`src/rtl/core/byte_level_unicode_codec_top_defines.svh`:
```
// ----------------------------------------------------------------------------
// Byte-level Unicode codec assertion macros
// Shared property wrappers for the codec's concurrent checks.
// ----------------------------------------------------------------------------
`ifndef BYTE_LEVEL_UNICODE_CODEC_TOP_DEFINES_SVH
`define BYTE_LEVEL_UNICODE_CODEC_TOP_DEFINES_SVH

// Check a property on the codec clock, idle while reset is held.
`define BLC_CHECK(label, prop, msg) \
    label: assert property (@(posedge i_clk) disable iff (!i_rst_n) prop) \
        else $error(msg);

// Check that a condition never holds.
`define BLC_NEVER(label, cond, msg) \
    `BLC_CHECK(label, !(cond), msg)

`endif

```
`src/rtl/core/blcodec_pkg.sv`:
```
// ----------------------------------------------------------------------------
// Byte-level Unicode codec package
// Types, constants and mapping functions shared by the codec modules.
// ----------------------------------------------------------------------------
package blcodec_pkg;

    localparam int QUEUE_DEPTH = 4;

    // Register indexes on the configuration port
    localparam logic [0:0] REG_DIRECTION    = 1'b0;
    localparam logic [0:0] REG_PASS_UNKNOWN = 1'b1;

    // Alphabet ranges that map to themselves
    localparam logic [7:0] PRINT_LO  = 8'd33;
    localparam logic [7:0] PRINT_HI  = 8'd126;
    localparam logic [7:0] LATIN_LO  = 8'd161;
    localparam logic [7:0] LATIN_HI  = 8'd172;
    localparam logic [7:0] LATIN2_LO = 8'd174;

    // Shifted code points: 256 + rank, 68 ranks
    localparam logic [7:0] SHIFT_COUNT = 8'd68;
    localparam logic [6:0] RANK_GAP1   = 7'd33;   // first rank of 127..160
    localparam logic [6:0] RANK_SHY    = 7'd67;   // rank of the soft hyphen
    localparam logic [7:0] GAP1_OFFSET = 8'd94;   // 127 - 33
    localparam logic [7:0] SHY_BYTE    = 8'd173;
    localparam logic [8:0] GAP0_BASE   = 9'd256;
    localparam logic [8:0] GAP1_BASE   = 9'd162;  // 256 + 33 - 127
    localparam logic [8:0] SHY_CODE    = 9'd323;
    localparam logic [7:0] GAP1_HI     = 8'd160;

    // UTF-8 framing
    localparam logic [7:0] UTF_LEAD2 = 8'hC0;
    localparam logic [7:0] UTF_CONT  = 8'h80;
    localparam logic [7:0] UTF_MASK6 = 8'h3F;

    typedef struct packed {
        logic [3:0][7:0] bytes;
        logic [2:0]      n;
    } t_res;

    typedef struct packed {
        logic [3:0][7:0] bytes;
        logic [1:0]      last_idx;
    } t_job;

    typedef struct packed {
        logic       direction;
        logic [1:0] held_count;
        logic [2:0] exp_len;
    } t_front_status;

    function automatic logic [2:0] lead_length(input logic [7:0] c);
        logic [2:0] len;
        if (!c[7]) begin
            len = 3'd1;
        end else if (c[7:5] == 3'b110) begin
            len = 3'd2;
        end else if (c[7:4] == 4'b1110) begin
            len = 3'd3;
        end else if (c[7:3] == 5'b11110) begin
            len = 3'd4;
        end else begin
            len = 3'd1;
        end
        return len;
    endfunction

    function automatic logic self_mapped(input logic [7:0] v);
        return (v >= PRINT_LO && v <= PRINT_HI) || (v >= LATIN_LO && v <= LATIN_HI) ||
               (v >= LATIN2_LO);
    endfunction

    function automatic logic [7:0] rank_to_byte(input logic [6:0] r);
        logic [7:0] b;
        if (r < RANK_GAP1) begin
            b = {1'b0, r};
        end else if (r < RANK_SHY) begin
            b = {1'b0, r} + GAP1_OFFSET;
        end else begin
            b = SHY_BYTE;
        end
        return b;
    endfunction

    function automatic t_res no_result();
        t_res r;
        r.bytes = '0;
        r.n     = 3'd0;
        return r;
    endfunction

    // Map one gathered sequence of len bytes back to a raw byte, or pass / drop it
    function automatic t_res decode_seq(input logic [7:0] s0, input logic [7:0] s1,
                                        input logic [7:0] s2, input logic [7:0] s3,
                                        input logic [2:0] len, input logic pass);
        t_res        r;
        logic [10:0] cp;
        logic        two_ok;
        r.bytes = {s3, s2, s1, s0};
        r.n     = 3'd0;
        cp      = {s0[4:0], s1[5:0]};
        two_ok  = (len == 3'd2) && (s1[7:6] == 2'b10);
        if (len == 3'd1 && s0 >= PRINT_LO && s0 <= PRINT_HI) begin
            r.n = 3'd1;
        end else if (two_ok && cp[10:8] == 3'b000 && cp[7] && self_mapped(cp[7:0])) begin
            r.bytes[0] = cp[7:0];
            r.n        = 3'd1;
        end else if (two_ok && cp[10:8] == 3'b001 && cp[7:0] < SHIFT_COUNT) begin
            r.bytes[0] = rank_to_byte(cp[6:0]);
            r.n        = 3'd1;
        end else if (pass) begin
            r.n = len;
        end
        return r;
    endfunction

    function automatic t_res encode_byte(input logic [7:0] b);
        t_res       r;
        logic [8:0] cp;
        if (self_mapped(b)) begin
            cp = {1'b0, b};
        end else if (b < PRINT_LO) begin
            cp = GAP0_BASE | {1'b0, b};
        end else if (b <= GAP1_HI) begin
            cp = {1'b0, b} + GAP1_BASE;
        end else begin
            cp = SHY_CODE;
        end
        r.bytes = '0;
        if (cp[8:7] == 2'b00) begin
            r.bytes[0] = cp[7:0];
            r.n        = 3'd1;
        end else begin
            r.bytes[0] = UTF_LEAD2 | {5'd0, cp[8:6]};
            r.bytes[1] = UTF_CONT | ({2'b00, cp[5:0]} & UTF_MASK6);
            r.n        = 3'd2;
        end
        return r;
    endfunction

    // Concatenate two short result lists (total at most four)
    function automatic t_res append_res(input t_res a, input t_res b);
        t_res r;
        for (int i = 0; i < 4; i++) begin
            if (i < int'(a.n)) begin
                r.bytes[i] = a.bytes[i];
            end else begin
                r.bytes[i] = b.bytes[2'(i - int'(a.n))];
            end
        end
        r.n = a.n + b.n;
        return r;
    endfunction

endpackage

```
`src/rtl/core/blcodec_front.sv`:
```
// ----------------------------------------------------------------------------
// Byte-level Unicode codec front end
// Holds config and open-sequence state, turns producing requests into jobs.
// ----------------------------------------------------------------------------
module blcodec_front (
    input  logic                       i_clk,
    input  logic                       i_rst_n,
    input  logic                       i_cfg_we,
    input  logic [0:0]                 i_cfg_idx,
    input  logic [0:0]                 i_cfg_data,
    input  logic                       i_accept,
    input  logic [7:0]                 i_in_byte,
    input  logic                       i_end_of_text,
    output logic                       o_push,
    output blcodec_pkg::t_job          o_job,
    output blcodec_pkg::t_front_status o_status
);

    logic       r_direction;
    logic       r_pass_unknown;
    logic [7:0] r_held [3];
    logic [1:0] r_held_count;
    logic [2:0] r_exp_len;

    logic [7:0]        seq [4];
    logic [2:0]        cnt;
    logic [2:0]        len_raw;
    logic [2:0]        len;
    logic              complete;
    logic [2:0]        l1;
    logic [2:0]        l2;
    blcodec_pkg::t_res seq_res;
    blcodec_pkg::t_res one1;
    blcodec_pkg::t_res one2;
    blcodec_pkg::t_res pair;
    blcodec_pkg::t_res scan_res;
    blcodec_pkg::t_res res;

    always_comb begin
        for (int i = 0; i < 3; i++) begin
            seq[i] = (int'(r_held_count) == i) ? i_in_byte : r_held[i];
        end
        seq[3] = i_in_byte;
        cnt     = {1'b0, r_held_count} + 3'd1;
        len_raw = (r_held_count != 2'd0) ? r_exp_len : blcodec_pkg::lead_length(seq[0]);
        len     = (len_raw == 3'd0 || len_raw > 3'd4) ? blcodec_pkg::lead_length(seq[0])
                                                      : len_raw;
        complete = (cnt >= len);
        seq_res  = blcodec_pkg::decode_seq(seq[0], seq[1], seq[2], seq[3], len,
                                           r_pass_unknown);

        // Rescan after dropping the lead byte of an unfinished sequence
        l1   = blcodec_pkg::lead_length(seq[1]);
        l2   = blcodec_pkg::lead_length(seq[2]);
        one1 = blcodec_pkg::decode_seq(seq[1], 8'd0, 8'd0, 8'd0, 3'd1, r_pass_unknown);
        one2 = blcodec_pkg::decode_seq(seq[2], 8'd0, 8'd0, 8'd0, 3'd1, r_pass_unknown);
        pair = blcodec_pkg::decode_seq(seq[1], seq[2], 8'd0, 8'd0, 3'd2, r_pass_unknown);
        scan_res = blcodec_pkg::no_result();
        if (cnt == 3'd2) begin
            if (l1 == 3'd1) begin
                scan_res = one1;
            end
        end else if (cnt == 3'd3) begin
            if (l1 == 3'd1) begin
                scan_res = blcodec_pkg::append_res(one1, (l2 == 3'd1) ? one2
                                                          : blcodec_pkg::no_result());
            end else if (l1 == 3'd2) begin
                scan_res = pair;
            end else if (l2 == 3'd1) begin
                scan_res = one2;
            end
        end

        if (r_direction) begin
            res = blcodec_pkg::encode_byte(i_in_byte);
        end else if (complete) begin
            res = seq_res;
        end else if (i_end_of_text) begin
            res = scan_res;
        end else begin
            res = blcodec_pkg::no_result();
        end
    end

    assign o_push         = i_accept && (res.n != 3'd0);
    assign o_job.bytes    = res.bytes;
    assign o_job.last_idx = 2'(res.n - 3'd1);

    assign o_status.direction  = r_direction;
    assign o_status.held_count = r_held_count;
    assign o_status.exp_len    = r_exp_len;

    always_ff @(posedge i_clk) begin
        if (!i_rst_n) begin
            r_direction    <= 1'b0;
            r_pass_unknown <= 1'b1;
            r_held_count   <= 2'd0;
            r_exp_len      <= 3'd0;
        end else begin
            if (i_cfg_we) begin
                case (i_cfg_idx)
                    blcodec_pkg::REG_DIRECTION:    r_direction    <= i_cfg_data[0];
                    blcodec_pkg::REG_PASS_UNKNOWN: r_pass_unknown <= i_cfg_data[0];
                    default: ;
                endcase
            end
            if (i_accept && !r_direction) begin
                if (complete || i_end_of_text) begin
                    r_held_count <= 2'd0;
                    r_exp_len    <= 3'd0;
                end else begin
                    r_held_count <= cnt[1:0];
                    r_exp_len    <= len;
                end
            end
        end
    end

    // Held bytes only matter below the fill count
    always_ff @(posedge i_clk) begin
        if (i_accept && !r_direction && !complete && !i_end_of_text) begin
            for (int i = 0; i < 3; i++) begin
                r_held[i] <= seq[i];
            end
        end
    end

endmodule

```
`src/rtl/core/blcodec_fifo.sv`:
```
// ----------------------------------------------------------------------------
// Byte-level Unicode codec job queue
// Small FIFO of jobs between the front end and the output serializer.
// ----------------------------------------------------------------------------
module blcodec_fifo #(
    parameter int Depth = blcodec_pkg::QUEUE_DEPTH
) (
    input  logic              i_clk,
    input  logic              i_rst_n,
    input  logic              i_push,
    input  blcodec_pkg::t_job i_job,
    input  logic              i_pop,
    output blcodec_pkg::t_job o_head,
    output logic              o_full,
    output logic              o_empty
);

    localparam int AW = (Depth > 1) ? $clog2(Depth) : 1;
    localparam int CW = $clog2(Depth + 1);

    blcodec_pkg::t_job r_mem [Depth];
    logic [AW-1:0]     r_wr;
    logic [AW-1:0]     r_rd;
    logic [CW-1:0]     r_count;

    assign o_head  = r_mem[r_rd];
    assign o_full  = (r_count == CW'(Depth));
    assign o_empty = (r_count == '0);

    always_ff @(posedge i_clk) begin
        if (i_push) begin
            r_mem[r_wr] <= i_job;
        end
    end

    always_ff @(posedge i_clk) begin
        if (!i_rst_n) begin
            r_wr    <= '0;
            r_rd    <= '0;
            r_count <= '0;
        end else begin
            if (i_push) begin
                r_wr <= (r_wr == AW'(Depth - 1)) ? '0 : r_wr + 1'b1;
            end
            if (i_pop) begin
                r_rd <= (r_rd == AW'(Depth - 1)) ? '0 : r_rd + 1'b1;
            end
            case ({i_push, i_pop})
                2'b10:   r_count <= r_count + 1'b1;
                2'b01:   r_count <= r_count - 1'b1;
                default: r_count <= r_count;
            endcase
        end
    end

endmodule

```
`src/rtl/core/blcodec_back.sv`:
```
// ----------------------------------------------------------------------------
// Byte-level Unicode codec back end
// Walks the head job one byte a cycle, while popped, into the result register.
// ----------------------------------------------------------------------------
module blcodec_back (
    input  logic              i_clk,
    input  logic              i_rst_n,
    input  blcodec_pkg::t_job i_head,
    input  logic              i_head_valid,
    input  logic              i_pop,
    output logic              o_head_pop,
    output logic              o_empty,
    output logic [7:0]        o_out_byte,
    output logic              o_last_of_run
);

    logic       r_valid;
    logic [1:0] r_idx;
    logic [7:0] r_byte;
    logic       r_last;

    logic load;
    logic at_last;

    assign load       = i_head_valid && (!r_valid || i_pop);
    assign at_last    = (r_idx == i_head.last_idx);
    assign o_head_pop = load && at_last;

    assign o_empty       = !r_valid;
    assign o_out_byte    = r_byte;
    assign o_last_of_run = r_last;

    always_ff @(posedge i_clk) begin
        if (!i_rst_n) begin
            r_valid <= 1'b0;
            r_idx   <= 2'd0;
        end else begin
            if (load) begin
                r_valid <= 1'b1;
                r_idx   <= at_last ? 2'd0 : r_idx + 2'd1;
            end else if (i_pop) begin
                r_valid <= 1'b0;
            end
        end
    end

    always_ff @(posedge i_clk) begin
        if (load) begin
            r_byte <= i_head.bytes[r_idx];
            r_last <= at_last;
        end
    end

endmodule

```
`src/rtl/core/byte_level_unicode_codec_top.sv`:
```
// ----------------------------------------------------------------------------
// Byte-level Unicode codec
// Converts raw bytes to and from the byte-level Unicode alphabet in UTF-8.
// ----------------------------------------------------------------------------
// Both sides look like a queue: push a request (one text byte plus an
// end-of-text flag) while full is low, and pop result bytes while empty is
// low. Register 0 (direction) selects decode (0) or encode (1); register 1
// (pass_unknown) chooses whether unmatched decode sequences are passed through
// or dropped; write them only while the block is idle. A request is taken
// every cycle as long as the job queue between the front end and the output
// serializer has room; each request yields zero to four result bytes, and
// the serializer hands out exactly one result byte per cycle while results
// are popped, so the sustained input rate is one request per cycle when
// requests average one result and falls as requests yield more. The first
// result of a request passes through the job queue and then the registered
// result slot before it can be popped. The last result byte of each request
// carries last_of_run. Requests that yield no result bytes use no queue slot.
`include "byte_level_unicode_codec_top_defines.svh"

module byte_level_unicode_codec_top #(
    parameter int QueueDepth = blcodec_pkg::QUEUE_DEPTH
) (
    input  logic       i_clk,
    input  logic       i_rst_n,
    // configuration write port
    input  logic       i_cfg_we,
    input  logic [0:0] i_cfg_idx,
    input  logic [0:0] i_cfg_data,
    // request side
    input  logic       push,
    output logic       full,
    input  logic [7:0] i_in_byte,
    input  logic       i_end_of_text,
    // result side
    output logic       empty,
    input  logic       pop,
    output logic [7:0] o_out_byte,
    output logic       o_last_of_run
);

    logic                       in_accept;
    logic                       front_push;
    blcodec_pkg::t_job          front_job;
    blcodec_pkg::t_front_status front_status;
    blcodec_pkg::t_job          head_job;
    logic                       fifo_full;
    logic                       fifo_empty;
    logic                       head_pop;

    // Take a request whenever the job queue has a free slot
    assign full      = fifo_full;
    assign in_accept = push && !fifo_full;

    blcodec_front u_front (
        .i_clk         (i_clk),
        .i_rst_n       (i_rst_n),
        .i_cfg_we      (i_cfg_we),
        .i_cfg_idx     (i_cfg_idx),
        .i_cfg_data    (i_cfg_data),
        .i_accept      (in_accept),
        .i_in_byte     (i_in_byte),
        .i_end_of_text (i_end_of_text),
        .o_push        (front_push),
        .o_job         (front_job),
        .o_status      (front_status)
    );

    // Jobs wait here so each side can stall on its own
    blcodec_fifo #(
        .Depth (QueueDepth)
    ) u_fifo (
        .i_clk   (i_clk),
        .i_rst_n (i_rst_n),
        .i_push  (front_push),
        .i_job   (front_job),
        .i_pop   (head_pop),
        .o_head  (head_job),
        .o_full  (fifo_full),
        .o_empty (fifo_empty)
    );

    // Serialize the head job into the registered result slot
    blcodec_back u_back (
        .i_clk         (i_clk),
        .i_rst_n       (i_rst_n),
        .i_head        (head_job),
        .i_head_valid  (!fifo_empty),
        .i_pop         (pop),
        .o_head_pop    (head_pop),
        .o_empty       (empty),
        .o_out_byte    (o_out_byte),
        .o_last_of_run (o_last_of_run)
    );

    // Encoding always yields one or two bytes
    `BLC_CHECK(a_enc_job_size, (in_accept && front_status.direction) |-> (front_push && (front_job.last_idx <= 2'd1)), "encode request did not produce one or two bytes")

    // An open decode sequence is always shorter than its expected length
    `BLC_NEVER(a_open_seq_len, (front_status.held_count != 2'd0) && ((front_status.exp_len <= 3'(front_status.held_count)) || (front_status.exp_len > 3'd4)), "open decode sequence has a bad expected length")

    // With everything drained a producing request passes the job queue and then the result slot
    `BLC_CHECK(a_idle_latency, (in_accept && front_push && fifo_empty && empty) |=> ##1 !empty, "result did not appear two cycles after an idle request")

endmodule
```
`config.mk`:
```
export PLATFORM = sky130hd
export DESIGN_NAME = byte_level_unicode_codec_top
export DESIGN_NICKNAME = d
export VERILOG_FILES = /design/src/rtl/core/blcodec_pkg.sv /design/src/rtl/core/blcodec_front.sv /design/src/rtl/core/blcodec_fifo.sv /design/src/rtl/core/blcodec_back.sv /design/src/rtl/core/byte_level_unicode_codec_top.sv
export VERILOG_INCLUDE_DIRS = /design/src /design/src/rtl/core
export SDC_FILE = /design/constraint.sdc
export NUM_CORES = 1
export LEC_CHECK = 0
export ABC_AREA = 1
export BUFFER_PORTS_ARGS = -buffer_cell sky130_fd_sc_hd__buf_4
export CAP_MARGIN = 20
export CORE_UTILIZATION = 45
export CTS_CLUSTER_DIAMETER = 30
export DETAILED_ROUTE_END_ITERATION = 6
export SETUP_SLACK_MARGIN = 0.02
export SLEW_MARGIN = 20
export SYNTH_ARGS = -nofsm -noshare
export SYNTH_HDL_FRONTEND = slang
export SYNTH_SLANG_ARGS = --single-unit
```
`constraint.sdc`:
```
create_clock -name i_clk -period 14.65 [get_ports i_clk]
set_input_delay 2.1975 -clock i_clk [delete_from_list [all_inputs] [get_ports i_clk]]
set_output_delay 2.1975 -clock i_clk [all_outputs]
set_load 0.01 [all_outputs]
```
## Yosys cells after proc, flatten, opt, wreduce, memory -nomap -nowiden

Memories as Yosys holds them, arrays and structs flattened. A register that Yosys moved wholly into a read port is not among the register bits.
Cells that the tools add are included.

- ROM bits: 0
- Logic and storage cells: 233
- Register bits: 26
- Memories kept: 2
- Bits in latches: 0
- Input port bits: 16
- Output and inout port bits: 11
- Memory bits (writable): 160

- Div/mod/pow operators: 0
- Multiplexer cells: 81
- $mul: 0
- Add/subtract/negate cells: 15
- Eq/ne operators: 28
- Bitwise logic cells: 1
- Reductions and logical operators: 55
- Shift operators: 0
- Magnitude comparators: 40

Memory list:

| memory | words | bits a word | read ports | clocked after Yosys merged registers in | write ports | RTL line | text |
|---|---|---|---|---|---|---|---|
| u_fifo.r_mem | 4 | 34 | 1 | 1 | 1 | blcodec_fifo.sv:21 | `blcodec_pkg::t_job r_mem [Depth];` |
| u_front.r_held | 3 | 8 | 3 | 0 | 3 | blcodec_front.sv:21 | `logic [7:0] r_held [3];` |

Operators with widths:

| operator | count |
|---|---|
| 35-bit 2-to-1 mux | 7 |
| 8-bit 2-to-1 mux | 24 |
| 8-bit binary-select mux with 2-bit select | 5 |
| 3-bit 2-to-1 mux | 20 |
| 11-bit 2-to-1 mux | 5 |
| 8-bit by 6-bit >= comparator with 1-bit output, second input constant | 6 |
| 8-bit >= comparator, second input constant | 6 |
| 8-bit by 7-bit less-or-equal comparator with 1-bit output, second input constant | 6 |
| 9-bit 2-to-1 mux | 4 |
| 8-bit less-or-equal comparator, second input constant | 4 |
| 1-bit logical AND | 28 |
| 7-bit by 7-bit adder with 8-bit output, second input constant | 2 |
| 2-bit by 4-bit < comparator with 1-bit output, second input constant | 4 |
| 8-bit by 7-bit < comparator with 1-bit output, second input constant | 2 |
| 3-bit by 1-bit == test with 1-bit output, second input constant | 5 |
| 5-bit == test, second input constant | 3 |
| 2-bit == test, second input constant | 7 |
| 7-bit by 6-bit < comparator with 1-bit output, second input constant | 2 |
| 7-bit < comparator, second input constant | 2 |
| 2-bit 2-to-1 mux | 7 |
| 3-bit by 2-bit == test with 1-bit output, second input constant | 4 |
| 3-bit == test, second input constant | 4 |
| 4-bit == test, second input constant | 3 |
| 3-bit zero test | 4 |
| other kinds (26) | 56 |

## Logic depth before layout (Yosys ltp)

Gate-level depths: netlist of run 1.

- Word-level depth: 24
- Depth in mapped cells: 33
- Mapped depth without buffers: 33

## Hierarchy

Synthesis of run 1 repeated with hierarchy kept, for this count alone.

- Cells, all modules: 1,242
- Area total of the unflattened synthesis: 11,099.4 sq um

By module, submodules not included:

| module | seq. area each (sq um) | area an instance (sq um) | times used | cells each |
|---|---|---|---|---|
| blcodec_fifo | 4,264.1 | 5,708.0 | 1 | 389 |
| blcodec_front | 860.8 | 4,655.7 | 1 | 764 |
| blcodec_back | 330.3 | 721.9 | 1 | 86 |
| byte_level_unicode_codec_top | 0.0 | 13.8 | 1 | 3 |

## Least setup slack after synthesis of run 1

Ideal clock, no wire load.

- Path type: input to register
- From: input i_in_byte[6]
- To: memory u_fifo.r_mem[0][0] (netlist bit), enable pin
- Required time: 14,225 ps
- Cell stages on the path: 26
- Arrival time: 6,667 ps
- Path buffers: 1
- Slack: 7,557 ps
- Setup time: 425 ps
- Cells stage by stage: buf_4 -> inv_1 -> nand2_1 -> nand2_2 -> nor2_1 -> nand3_1 -> nand2_1 -> nand2_1 -> nand2_1 -> and3_1 -> ha_1 -> nand4_1 -> nand2_1 -> inv_1 -> ha_1 -> a21oi_1 -> o21ai_0 -> a31o_2 -> nand2_1 -> inv_1 -> o211ai_1 -> nand3_1 -> ha_1 -> o31ai_1 -> nand2_1 -> nor2_1

- Cells in the longest elaborated chain, start to end: 23
- Elaborated cells on any way between the ends: 98
- Those cells by class: add/sub (2); order compare (15); eq/ne (16); mux (41); reduce/logical (24)

RTL lines:

| element | RTL line | text |
|---|---|---|
| start: declaration | byte_level_unicode_codec_top.sv:32 | `input logic [7:0] i_in_byte,` |
| 8-bit 2-to-1 mux | blcodec_front.sv:41 | `seq[i] = (int'(r_held_count) == i) ? i_in_byte : r_held[i];` |
| 5-bit == test | blcodec_pkg.sv:60 | `end else if (c[7:3] == 5'b11110) begin` |
| 3-bit 2-to-1 mux | blcodec_pkg.sv:60 |  |
| 3-bit 2-to-1 mux | blcodec_pkg.sv:58 | `end else if (c[7:4] == 4'b1110) begin` |
| 3-bit 2-to-1 mux | blcodec_pkg.sv:56 | `end else if (c[7:5] == 3'b110) begin` |
| 3-bit 2-to-1 mux | blcodec_pkg.sv:54 | `if (!c[7]) begin` |
| 3-bit 2-to-1 mux | blcodec_front.sv:45 | `len_raw = (r_held_count != 2'd0) ? r_exp_len : blcodec_pkg::lead_length(seq[0]);` |
| 3-bit > comparator / 3-bit zero test (equally long branches) | blcodec_front.sv:46 | `len = (len_raw == 3'd0 \|\| len_raw > 3'd4) ? blcodec_pkg::lead_length(seq[0])` |
| [7 not listed] | -- |  |
| 11-bit 2-to-1 mux | blcodec_pkg.sv:105 | `end else if (two_ok && cp[10:8] == 3'b000 && cp[7] && self_mapped(cp[7:0])) begin` |
| 3-bit 2-to-1 mux | blcodec_pkg.sv:103 | `if (len == 3'd1 && s0 >= PRINT_LO && s0 <= PRINT_HI) begin` |
| 35-bit 2-to-1 mux | blcodec_front.sv:76 | `end else if (complete) begin` |
| 35-bit 2-to-1 mux * | blcodec_front.sv:74 | `if (r_direction) begin` |
| 3-bit nonzero test * | blcodec_front.sv:85 | `assign o_push = i_accept && (res.n != 3'd0);` |
| 1-bit logical AND * | blcodec_front.sv:85 |  |
| 1-bit 2-to-1 mux * | blcodec_fifo.sv:31 | `if (i_push) begin` |
| 1-bit 2-to-1 mux (not written as such) * | blcodec_fifo.sv:32 | `r_mem[r_wr] <= i_job;` |
| end: declaration | blcodec_fifo.sv:21 |  |

Mark *: on every way between the ends. The rest lies on a longest branch, timed or not. The select of a mux whose other input is x is not followed.

## Worst setup path after layout of run 1

- From: input i_in_byte[6]
- To: memory u_fifo.r_mem[1][30] (netlist bit), enable pin

The elaborated chain is that of the path after synthesis.

==> impl_results.md, run 1 <==
- Result of the run: finished clean
- Setup Slack @ Placement: 6.61 ns
- Adder and majority cell fraction of the synthesized area: 3.31%
- Slew Limit Fails: 0
- Proportion of synthesized chip area in sequential cells: between 50% and 60%
- Routed wire per std cell: 19.3 µm
- Total of cells resized after clock tree synthesis: 0
- Primary flip-flop cell chosen by synthesis mapping: edfxtp_1
- Number of placement rows: 55
- Gp weighted congestion: 0.987
- Cell at the root of the clock tree: clkbuf_16
- Register-to-Register Setup Slack: 7.92 ns
- Mean cell area of the mapped netlist: 9.04 µm²
- Period utilization: 51.6%
- FF-to-FF Start: u_front.r_held_count[0]
- Setup repair after global routing missed its margin: no
- Die Width: 154 µm
- Total grt overflow: 0
- Power density over the cells: 154 nW/µm²
- Leading cell types by total area after synthesis: edfxtp_1 (49%), nand2_1 (8.5%), nor2_1 (5.3%)
- Synth-to-Final Area Change: 10.1%
- Global routing usage summed across all routing layers: 24.5%
- Setup Fix Bufs, Post-CTS: 0
- Worst Hold Endpoint: u_front.r_exp_len[0]
- Vias in the first global route: 7683
- R2R cell count: 27
- Maximum level of the CTS H-tree: 4
- Clock tree skew after final layout: 0.0182 ns
- Diodes inserted: 0
- Warning count from the yosys run: 0
- Post-synthesis cell area: 10400 µm²
- Complex-gate fraction of the synthesized area: 14.6%
- Initial Utilization: 46.0%
- Post-Syn Instances: 1156
- Final number of hold-violating endpoints: 0
- Post-Route WL: 28300 µm
- Worst Max-Slew Pin Slew: 1.07 ns
- Crit Path Class: primary input to flop
- Final setup violation count: 0
- Sequential cell area in the final layout: 5460 µm²
- Count of maximum capacitance violations: 0
- Iteration count of the initial detailed-routing pass: 5
- Synthesis-stage register bit count: 188
- Total clock buffers created by CTS: 17
- Max rail drop VDD: about 0.079 mV
- Setup slack after layout: 7.09 ns
- Global-route wire length before repair: 44200 µm
- Data arrival time of the worst path: between 7 and 8 ns
- Synth area leader: edfxtp_1
- Critical path peak fanout: 34
- Post-synthesis xor/xnor area fraction: 0.419%
- Clock tree from TritonCTS: built
- Fraction of the mapped netlist area in simple logic gates: between 20% and 30%
- Worst rel slew slack: 28.3%
- Height of the chip: about 150 µm
- Pin count of the biggest net entering global routing: 70
- Highest attainable clock frequency: 132 MHz
- Worst hold stages: 2
- Core area: 22700 µm²
- Classification of the worst-slack hold path: flop to flop
- Fin nets: 1210
- HPWL reported at the end of detailed placement: 19700 µm
- Worst flop-to-flop path endpoint: u_fifo.r_mem[1][30]
- Buffers from clock root to sink, at most: 2
- Share of the synthesized area in the top cell type: 48.6%
- Critical Path End Type: flop
- Most common library cell in the layout ignoring fill and taps: nand2_1
- I/O pin count: 27
- Count of nets left with antenna violations after detail routing: 0
- Antenna violations before repair: 1
- Clk_lat worst skew: 0.43 ns
- Vias: 8289
- Residual DRC count: 0
- Dominant combinational cell family by area after synthesis: simple AND/OR/NAND/NOR gates
- Number of flops mapped to enable cells by yosys: 169
- Port Buffers: 26
- Most frequent cells in the layout: nand2_1 (236), edfxtp_1 (169), nor2_1 (143)
- Area taken by multi-input logic gates: 4360 µm²
- Number of buffers inserted for hold repair after clock tree synthesis: 0
- Final period demand of the worst path: 7.56 ns
- Net count of the mapped netlist: 1199
- Critical path startpoint category: primary input
- Vias per cell: 5.66
- Total Neg Setup Slack: 0 ns
- Share of cell area taken by muxes after synthesis: 0%
- Number of fill cells in the layout: about 2100
- Fraction of registers with async set or reset after synthesis: 0%
- Worst hold start: u_front.r_exp_len[0]
- Die area: 23800 µm²
- Violation count after the first detailed-route iteration: 739
- CP Data Required Time: 14.70 ns
- Static Leakage: 4.45 nW
- Num Clock Sinks: 188
- Fraction of layout instances using a drive strength above 1: 13.3%
- Clk pin slew, worst setup/hold paths: 0.08 ns
- Number of distinct library cell variants in the gate-level netlist after synthesis: 50
## cell usage after synthesis (7+ instances only)
cell	count
a21oi_1	39
buf_6	7
clkbuf_1	29
dfxtp_1	19
edfxtp_1	169
ha_1	26
inv_1	95
inv_2	11
nand2_1	236
nand2_2	19
nand2_4	9
nand3_1	80
nand4_1	11
nor2_1	147
nor2_2	7
nor3_1	10
o211ai_1	17
o21ai_0	107
o21ai_1	13
o21ai_2	10
o221ai_1	25
o22ai_1	10
## logic make-up after synthesis
logic type,count (synthesis)
flip-flops,188
adder cells (fa/ha/maj),27
buffers and inverters,156
AND/OR/NAND/NOR,536
AO/OA/AOI/OAI,244
XOR/XNOR,5
## routing by layer
| layer | vias up | track usage, % | part of all wire [%] |
|---|---|---|---|
| met3 | 64 | 3.84 | 5.7 |
| li1 | 4023 | - | - |
| met4 | 2 | 10.0 | 3.2 |
| met5 | - | 0 | 0.046 |
| met1 | 3913 | 32.8 | 44 |
| met2 | 287 | 39.8 | 47 |
## state kept, by name, summed over array words and instances, names as in the netlist, named ones only
| register | flops |
|---|---|
| u_back.o_last_of_run | 1 |
| u_back.o_out_byte | 8 |
| u_back.r_idx | 2 |
| u_back.r_valid | 1 |
| u_fifo.r_count | 3 |
| u_fifo.r_mem | 136 |
| u_fifo.r_rd | 2 |
| u_fifo.r_wr | 2 |
| u_front.r_direction | 1 |
| u_front.r_exp_len | 3 |
| u_front.r_held | 24 |
| u_front.r_held_count | 2 |
| u_front.r_pass_unknown | 1 |
## report_power, final
part	internal, mW	switching (mW)
Sequential	0.714	0.0352
Combinational	0.169	0.399
Clock	0.229	0.220
Total	1.11	0.655
## through the flow
stage               utilization [%]  hold WS (ns)  cells  power [mW]  area, µm²
detailed placement             47.9         0.460   1432        1.33      10900
CTS                            50.5         0.471   1464        1.77      11500
floorplan                         -         0.441   1156        1.13      10400
finish                         50.6         0.471   1465        1.77      11500
global route                   50.6         0.489   1465        1.87      11500
global placement               47.8         0.465   1430        1.32      10800
## critical path: stages
cell      delay, ns
buf_4          0.16
inv_1          0.16
nand2_1        0.09
nand2_2        0.16
nor2_1         0.07
nand3_1        0.08
nand2_1        0.07
nand2_1        0.06
nand2_1        0.05
and3_1         0.14
ha_1           0.32
nand4_1        0.13
nand2_1        0.12
inv_1          0.08
ha_1           0.31
a21oi_1        0.12
o21ai_0        0.09
a31o_2         0.28
nand2_1        0.51
inv_1          0.38
o211ai_1       0.20
nand3_1        0.21
ha_1           0.26
o31ai_1        0.06
nand2_1        0.34
nor2_4         0.93
## cell type report
class / instances / share of cell area, %
sequential: 188 / 47.5
clock inverter: 14 / 1.31
inverter: 112 / 3.70
timing repair buffer: 36 / 2.74
clock buffer: 18 / 3.73
multi-input combinational: 812 / 37.9
tap: 285 / 3.10
## how the worst max path moves through the flow
stage,from,to,slack (ns)
after floorplan,i_in_byte[6],u_fifo.r_mem[0][0],7.56
after global placement,i_in_byte[6],u_fifo.r_mem[2][19],6.73
after detailed placement,i_in_byte[6],u_fifo.r_mem[3][12],6.61
after CTS,i_in_byte[6],u_fifo.r_mem[3][3],7.05
after global routing,i_in_byte[6],u_fifo.r_mem[1][3],6.54
final,i_in_byte[6],u_fifo.r_mem[1][30],7.09
No activity file was read; power rests on OpenSTA's default activity.
==> inputs of run 2 (changes only) <==
clock period = 6.7 ns   (was 14.65 ns; I/O delays follow)
==> impl_results.md, run 2 (same netlist as run 1, synthesis figures left out) <==
- Critical path startpoint category: flop
- Number of placement rows: 55 (unchanged)
- Total clock buffers created by CTS: 17 (unchanged)
- Dpl cells: 1440 (+0.56%)
- Period utilization: 90.4%
- Die area: 23800 µm² (unchanged)
- Most frequent cells in the layout: nand2_1 (236), edfxtp_1 (169), nor2_1 (143)
- Classification of the worst-slack hold path: flop to flop
- Global-route wire length before repair: 44400 µm (+0.48%)
- Routed wire per std cell: 19.3 µm (-0.39%)
- Num Clock Sinks: 188 (unchanged)
- Critical Path End Type: flop
- Final number of hold-violating endpoints: 0 (unchanged)
- Register-to-Register Setup Slack: 0.64 ns (-7.28 ns)
- Setup Fix Bufs, Post-CTS: 0 (unchanged)
- Iteration count of the initial detailed-routing pass: 6 (+1)
- Slowest stage cell, crit path: ha_1
- Setup repair after global routing missed its margin: no
- Worst rel slew slack: 29.7% (+1.4 points)
- Antenna violations before repair: 0 (-1)
- Gp weighted congestion: 0.949 (-3.8%)
- Total Neg Setup Slack: 0 ns (unchanged)
- Residual DRC count: 0 (unchanged)
- Final setup violation count: 0 (unchanged)
- Buffers from clock root to sink, at most: 2 (unchanged)
- Fraction of layout instances using a drive strength above 1: 13.7% (+0.43 points)
- Maximum level of the CTS H-tree: 4 (unchanged)
- Worst flop-to-flop path endpoint: u_fifo.r_count[2]
- Final period demand of the worst path: roughly 6 ns
- Post-route cell area: 11500 µm² (+0.24%)
- Vias in the first global route: 7903 (+2.9%)
- Final non-filler cell total: 1472 (+0.48%)
- Violation count after the first detailed-route iteration: 733 (-0.81%)
- Initial Utilization: 46.0% (unchanged)
- Diodes inserted: 0 (unchanged)
- Total power draw: 3.90 mW (+120%)
- Port Buffers: 26 (unchanged)
- Number of fill cells in the layout: 2185 (+3.5%)
- HPWL reported at the end of detailed placement: 19700 µm (+0.11%)
- Clk pin slew, worst setup/hold paths: 0.07 ns (about the same)
- Number of buffers inserted for hold repair after clock tree synthesis: 0 (unchanged)
- Global routing usage summed across all routing layers: 24.5% (about the same)
- Highest attainable clock frequency: around 170 MHz
- Power density over the cells: 339 nW/µm² (+120%)
- Cell at the root of the clock tree: clkbuf_16
- Post-Route WL: 28400 µm (about the same)
- Clk_lat worst skew: 0.43 ns (about the same)
- Clock tree skew after final layout: 0.0135 ns (-0.00462 ns)
- R2R cell count: 32 (+19%)
- Vias: 8282 (-0.084%)
- Count of nets left with antenna violations after detail routing: 0 (unchanged)
- Buffers and inverters on the worst path: 5 (+1)
- Critical path peak fanout: 14 (-59%)
- Synth-to-Final Area Change: 10.3%
- Sequential cell area in the final layout: 5460 µm² (unchanged)
- Worst Max-Slew Pin Slew: 1.05 ns (-0.0195 ns)
- Max rail drop VDD: 0.158 mV (+100%)
- Most common library cell in the layout ignoring fill and taps: nand2_1
- Core area: 22700 µm² (unchanged)
- Cell Area, Placed: 10900 µm² (+0.32%)
- Clock tree from TritonCTS: built
- Area taken by multi-input logic gates: 4360 µm² (about the same)
- Pin count of the biggest net entering global routing: 70 (unchanged)
- Total grt overflow: 0 (unchanged)
- Crit Path Class: flop to flop
- Largest delay contributor family on the critical path: adder cells
- Worst stage delay on the critical path: 0.54 ns (-0.39 ns)
- Die Width: 154 µm (unchanged)
- Number of flip-flops under the largest register name: 136 (unchanged)
- Register containing the most flip-flops in the final layout: u_fifo.r_mem
- Worst hold start: u_front.r_exp_len[0]
- Slew Limit Fails: 0 (unchanged)
- Total of cells resized after clock tree synthesis: 0 (unchanged)
- Worst hold stages: 2 (unchanged)
- I/O pin count: 27 (unchanged)
- Vias per cell: 5.63 (-0.56%)
- Height of the chip: 154 µm (unchanged)
- Most used cell along the critical path: nand2_1
- Static Leakage: 4.49 nW (+0.89%)
- Worst Hold Endpoint: u_front.r_exp_len[0]
- FF-to-FF Start: u_front.r_held_count[0]
- Result of the run: finished clean
- Count of maximum capacitance violations: 0 (unchanged)
- CP Data Required Time: 7.02 ns (-7.68 ns)
- Data arrival time of the worst path: 6.38 ns (-1.23 ns)
- Fin nets: 1217 (+0.58%)
## run 2: changes by cell type in the layout (fill, tap and decap cells not counted), sizes merged
cell / before / now
clkinvlp: 2 / 1
bufinv: 0 / 1
buf: 36 / 43
## run 2: per-layer routing
metal	vias to the layer above	part of all wire, %	track usage (%)
met3	57	4.3	3.56
met2	240	47	39.9
met5	-	0	0
li1	4041	-	-
met4	0	3.3	10.2
met1	3944	45	32.9
## run 2: final cells by class
type                       instances  area share, %
sequential                       188           47.4
clock buffer                      18           3.72
timing repair buffer              43           2.80
multi-input combinational        812           37.8
clock inverter                    14           1.50
inverter                         112           3.69
tap                              285           3.09
## run 2: how the worst max path moves through the flow
stage                       startpoint            endpoint  cells after the start
2_1_floorplan             i_in_byte[6]  u_fifo.r_mem[0][0]                     26
3_3_place_gp              i_in_byte[6]  u_fifo.r_mem[1][8]                     27
3_5_place_dp              i_in_byte[6]   u_fifo.r_count[2]                     32
4_1_cts        u_front.r_held_count[0]   u_fifo.r_count[2]                     32
5_1_grt        u_front.r_held_count[0]   u_fifo.r_count[2]                     32
6_report       u_front.r_held_count[0]   u_fifo.r_count[2]                     32
## run 2: worst register-to-register path: cells and delay by family (launching register included)
kind	cells	cell delay [ns]
fa+ha+maj	6	1.99
simple gates	13	1.76
compound gates	8	1.08
flops	1	0.35
buf+inv	5	0.78
## run 2: per-stage QoR
step / hold slack [ns] / utilization, % / setup WS (ns)
2_1_floorplan: 0.441 / - / 0.800
4_1_cts: 0.480 / 50.7 / 0.626
6_report: 0.474 / 50.7 / 0.642
5_1_grt: 0.502 / 50.7 / 0.0228
3_5_place_dp: 0.468 / 48.1 / 0.547
3_3_place_gp: 0.460 / 48.1 / 0.721
## run 2: where the power goes
| group | internal, mW | switching, mW |
|---|---|---|
| combinational | 0.366 | 0.868 |
| sequential | 1.56 | 0.0767 |
| clock | 0.538 | 0.490 |
==> inputs of run 3 (changes only) <==
clock period = 4.9 ns   (was 6.7 ns; I/O delays follow)
==> impl_results.md, run 3 (same netlist as run 1, synthesis figures left out) <==
- Slowest stage cell, crit path: fa_2
- Total power draw: 5.51 mW (+41%)
- Setup repair after global routing missed its margin: no
- Critical path startpoint category: flop
- Number of placement rows: 55 (unchanged)
- Total grt overflow: 0 (unchanged)
- R2R cell count: 32 (unchanged)
- Clk pin slew, worst setup/hold paths: 0.08 ns (about the same)
- Final non-filler cell total: 1526 (+3.7%)
- Core area: 22700 µm² (unchanged)
- Register-to-Register Setup Slack: 0.37 ns (-0.27 ns)
- Crit path launch: u_front.r_held_count[0]
- Violation count after the first detailed-route iteration: 786 (+7.2%)
- Die area: 23800 µm² (unchanged)
- Clock tree skew after final layout: 0.0194 ns (+0.00587 ns)
- Slew Limit Fails: 0 (unchanged)
- Maximum level of the CTS H-tree: 4 (unchanged)
- Total internal power: 3.45 mW (+40%)
- Initial Utilization: 46.0% (unchanged)
- Most used cell along the critical path: nand2_1
- Power density over the cells: 456 nW/µm² (+35%)
- CP Data Required Time: 5.27 ns (-1.75 ns)
- Global routing usage summed across all routing layers: 25.5% (+1.0 points)
- Height of the chip: 154 µm (unchanged)
- Clock tree from TritonCTS: built
- Classification of the worst-slack hold path: flop to flop
- Iteration count of the initial detailed-routing pass: 6 (unchanged)
- Most frequent cells in the layout: nand2_1 (236), edfxtp_1 (169), nor2_1 (140)
- Number of flip-flops under the largest register name: 136 (unchanged)
- HPWL reported at the end of detailed placement: 21200 µm (+7.6%)
- Port Buffers: 26 (unchanged)
- Hold slack: 0.472 ns (-0.00179 ns)
- Pin count of the biggest net entering global routing: 41 (-41%)
- Final number of hold-violating endpoints: 0 (unchanged)
- Fraction of layout instances using a drive strength above 1: 18.4% (+4.6 points)
- Num Clock Sinks: 188 (unchanged)
- Last element of the critical path: u_fifo.r_count[1]
- Vias in the first global route: 8232 (+4.2%)
- Worst rel slew slack: 43.3% (+14 points)
- Vias per cell: 5.63 (+0.11%)
- Count of nets left with antenna violations after detail routing: 0 (unchanged)
- Most common library cell in the layout ignoring fill and taps: nand2_1
- Static Leakage: 4.77 nW (+6.4%)
- Crit Path Class: flop to flop
- Antenna violations before repair: 0 (unchanged)
- Highest attainable clock frequency: 221 MHz (+34%)
- Diodes inserted: 0 (unchanged)
- Cell at the root of the clock tree: clkbuf_16
- Vias: 8595 (+3.8%)
- Total Neg Setup Slack: 0 ns (unchanged)
- Final period demand of the worst path: 4.53 ns (-1.53 ns)
- Global-route wire length before repair: 46000 µm (+3.6%)
- Fin nets: 1271 (+4.4%)
- Worst hold stages: 2 (unchanged)
- Critical path peak fanout: 8 (-6)
- I/O pin count: 27 (unchanged)
- Final setup violation count: 0 (unchanged)
- Max rail drop VDD: 0.208 mV (+32%)
- Buffers from clock root to sink, at most: 2 (unchanged)
- Post-Route WL: 29700 µm (+4.6%)
- Routed wire per std cell: 19.4 µm (+0.95%)
- Clk_lat worst skew: 0.44 ns (about the same)
- Critical Path End Type: flop
- Die Width: 154 µm (unchanged)
- Period utilization: 92.4% (+2.0 points)
- Sequential group share of total power: 40.5% (-1.5 points)
- Combinational share of power: 33.9% (+2.3 points)
- Total clock buffers created by CTS: 17 (unchanged)
- FF-to-FF Start: u_front.r_held_count[0]
- Synth-to-Final Area Change: 15.5%
- Share of total power consumed by net switching: 37.4% (+0.63 points)
- Result of the run: finished clean
- Worst flop-to-flop path endpoint: u_fifo.r_count[1]
- Register containing the most flip-flops in the final layout: u_fifo.r_mem
- Proportion of power drawn by the clock network: 25.6% (-0.8 points)
- Count of maximum capacitance violations: 0 (unchanged)
- Worst stage delay on the critical path: 0.43 ns (-0.11 ns)
- Residual DRC count: 0 (unchanged)
- Gp weighted congestion: 0.945 (-0.46%)
- Number of buffers inserted for hold repair after clock tree synthesis: 0 (unchanged)
- Data arrival time of the worst path: 4.89 ns (-1.49 ns)
- Dpl cells: 1490 (+3.5%)
- Switching pwr: 2.06 mW (+44%)
- Worst Max-Slew Pin Slew: 0.842 ns (-0.211 ns)
## run 3: worst min-delay path by stage
stage	startpoint	to	slack (ns)
2_1_floorplan	u_front.r_exp_len[0]	u_front.r_exp_len[0]	0.44
3_3_place_gp	u_front.r_exp_len[1]	u_front.r_exp_len[1]	0.46
3_5_place_dp	u_front.r_exp_len[1]	u_front.r_exp_len[1]	0.46
4_1_cts	u_front.r_exp_len[1]	u_front.r_exp_len[1]	0.47
5_1_grt	u_front.r_exp_len[2]	u_front.r_exp_len[2]	0.50
6_report	u_front.r_exp_len[2]	u_front.r_exp_len[2]	0.47
## run 3: power groups by stage
stage,clock (mW),sequential [mW],combinational [mW]
final,1.41,2.23,1.86
after global routing,1.50,2.26,2.07
after CTS,1.44,2.23,1.85
after detailed placement,0,2.27,1.85
after global placement,0,2.27,1.82
after floorplan,0,2.25,1.14
## run 3: area by class of cell
| type | instances | area, µm² |
|---|---|---|
| timing repair buffer | 97 | 803 |
| clock buffer | 17 | 425 |
| clock inverter | 15 | 191 |
| multi-input combinational | 812 | 4400 |
| sequential | 188 | 5460 |
| tap | 285 | 357 |
| inverter | 112 | 428 |
| fill | 2114 | 10600 |
## run 3: worst max-delay path, delay by kind of cell, from the launching register on
family	cells	cell delay [ns]
buffers and inverters	5	0.38
AOI/OAI and AO/OA	6	0.69
and+or+nand+nor	15	1.44
adders and majority gates	6	1.61
DFF	1	0.35
## run 3: what timing repair did
action,CTS,global route
gates resized for setup,0,15
endpoints found under the setup margin,0,139
setup buffers,0,4
## run 3: stage by stage
| step | instance area [µm²] | utilization (%) | setup slack (ns) |
|---|---|---|---|
| floorplan | 10500 | - | -0.220 |
| global placement | 11400 | 50.1 | 0.0739 |
| detailed placement | 11400 | 50.1 | 0.00485 |
| CTS | 12000 | 52.8 | 0.0681 |
| global route | 12100 | 53.1 | 0.000769 |
| finish | 12100 | 53.1 | 0.373 |
## run 3: per-layer routing
metal  global-route usage [%]  vias to the layer above  part of all wire (%)
li1                         -                     4146                     -
met1                     33.3                     4097                    43
met2                     43.1                      287                    48
met3                     3.84                       65                   5.7
met4                     9.38                        0                   3.1
met5                        0                        -                     0
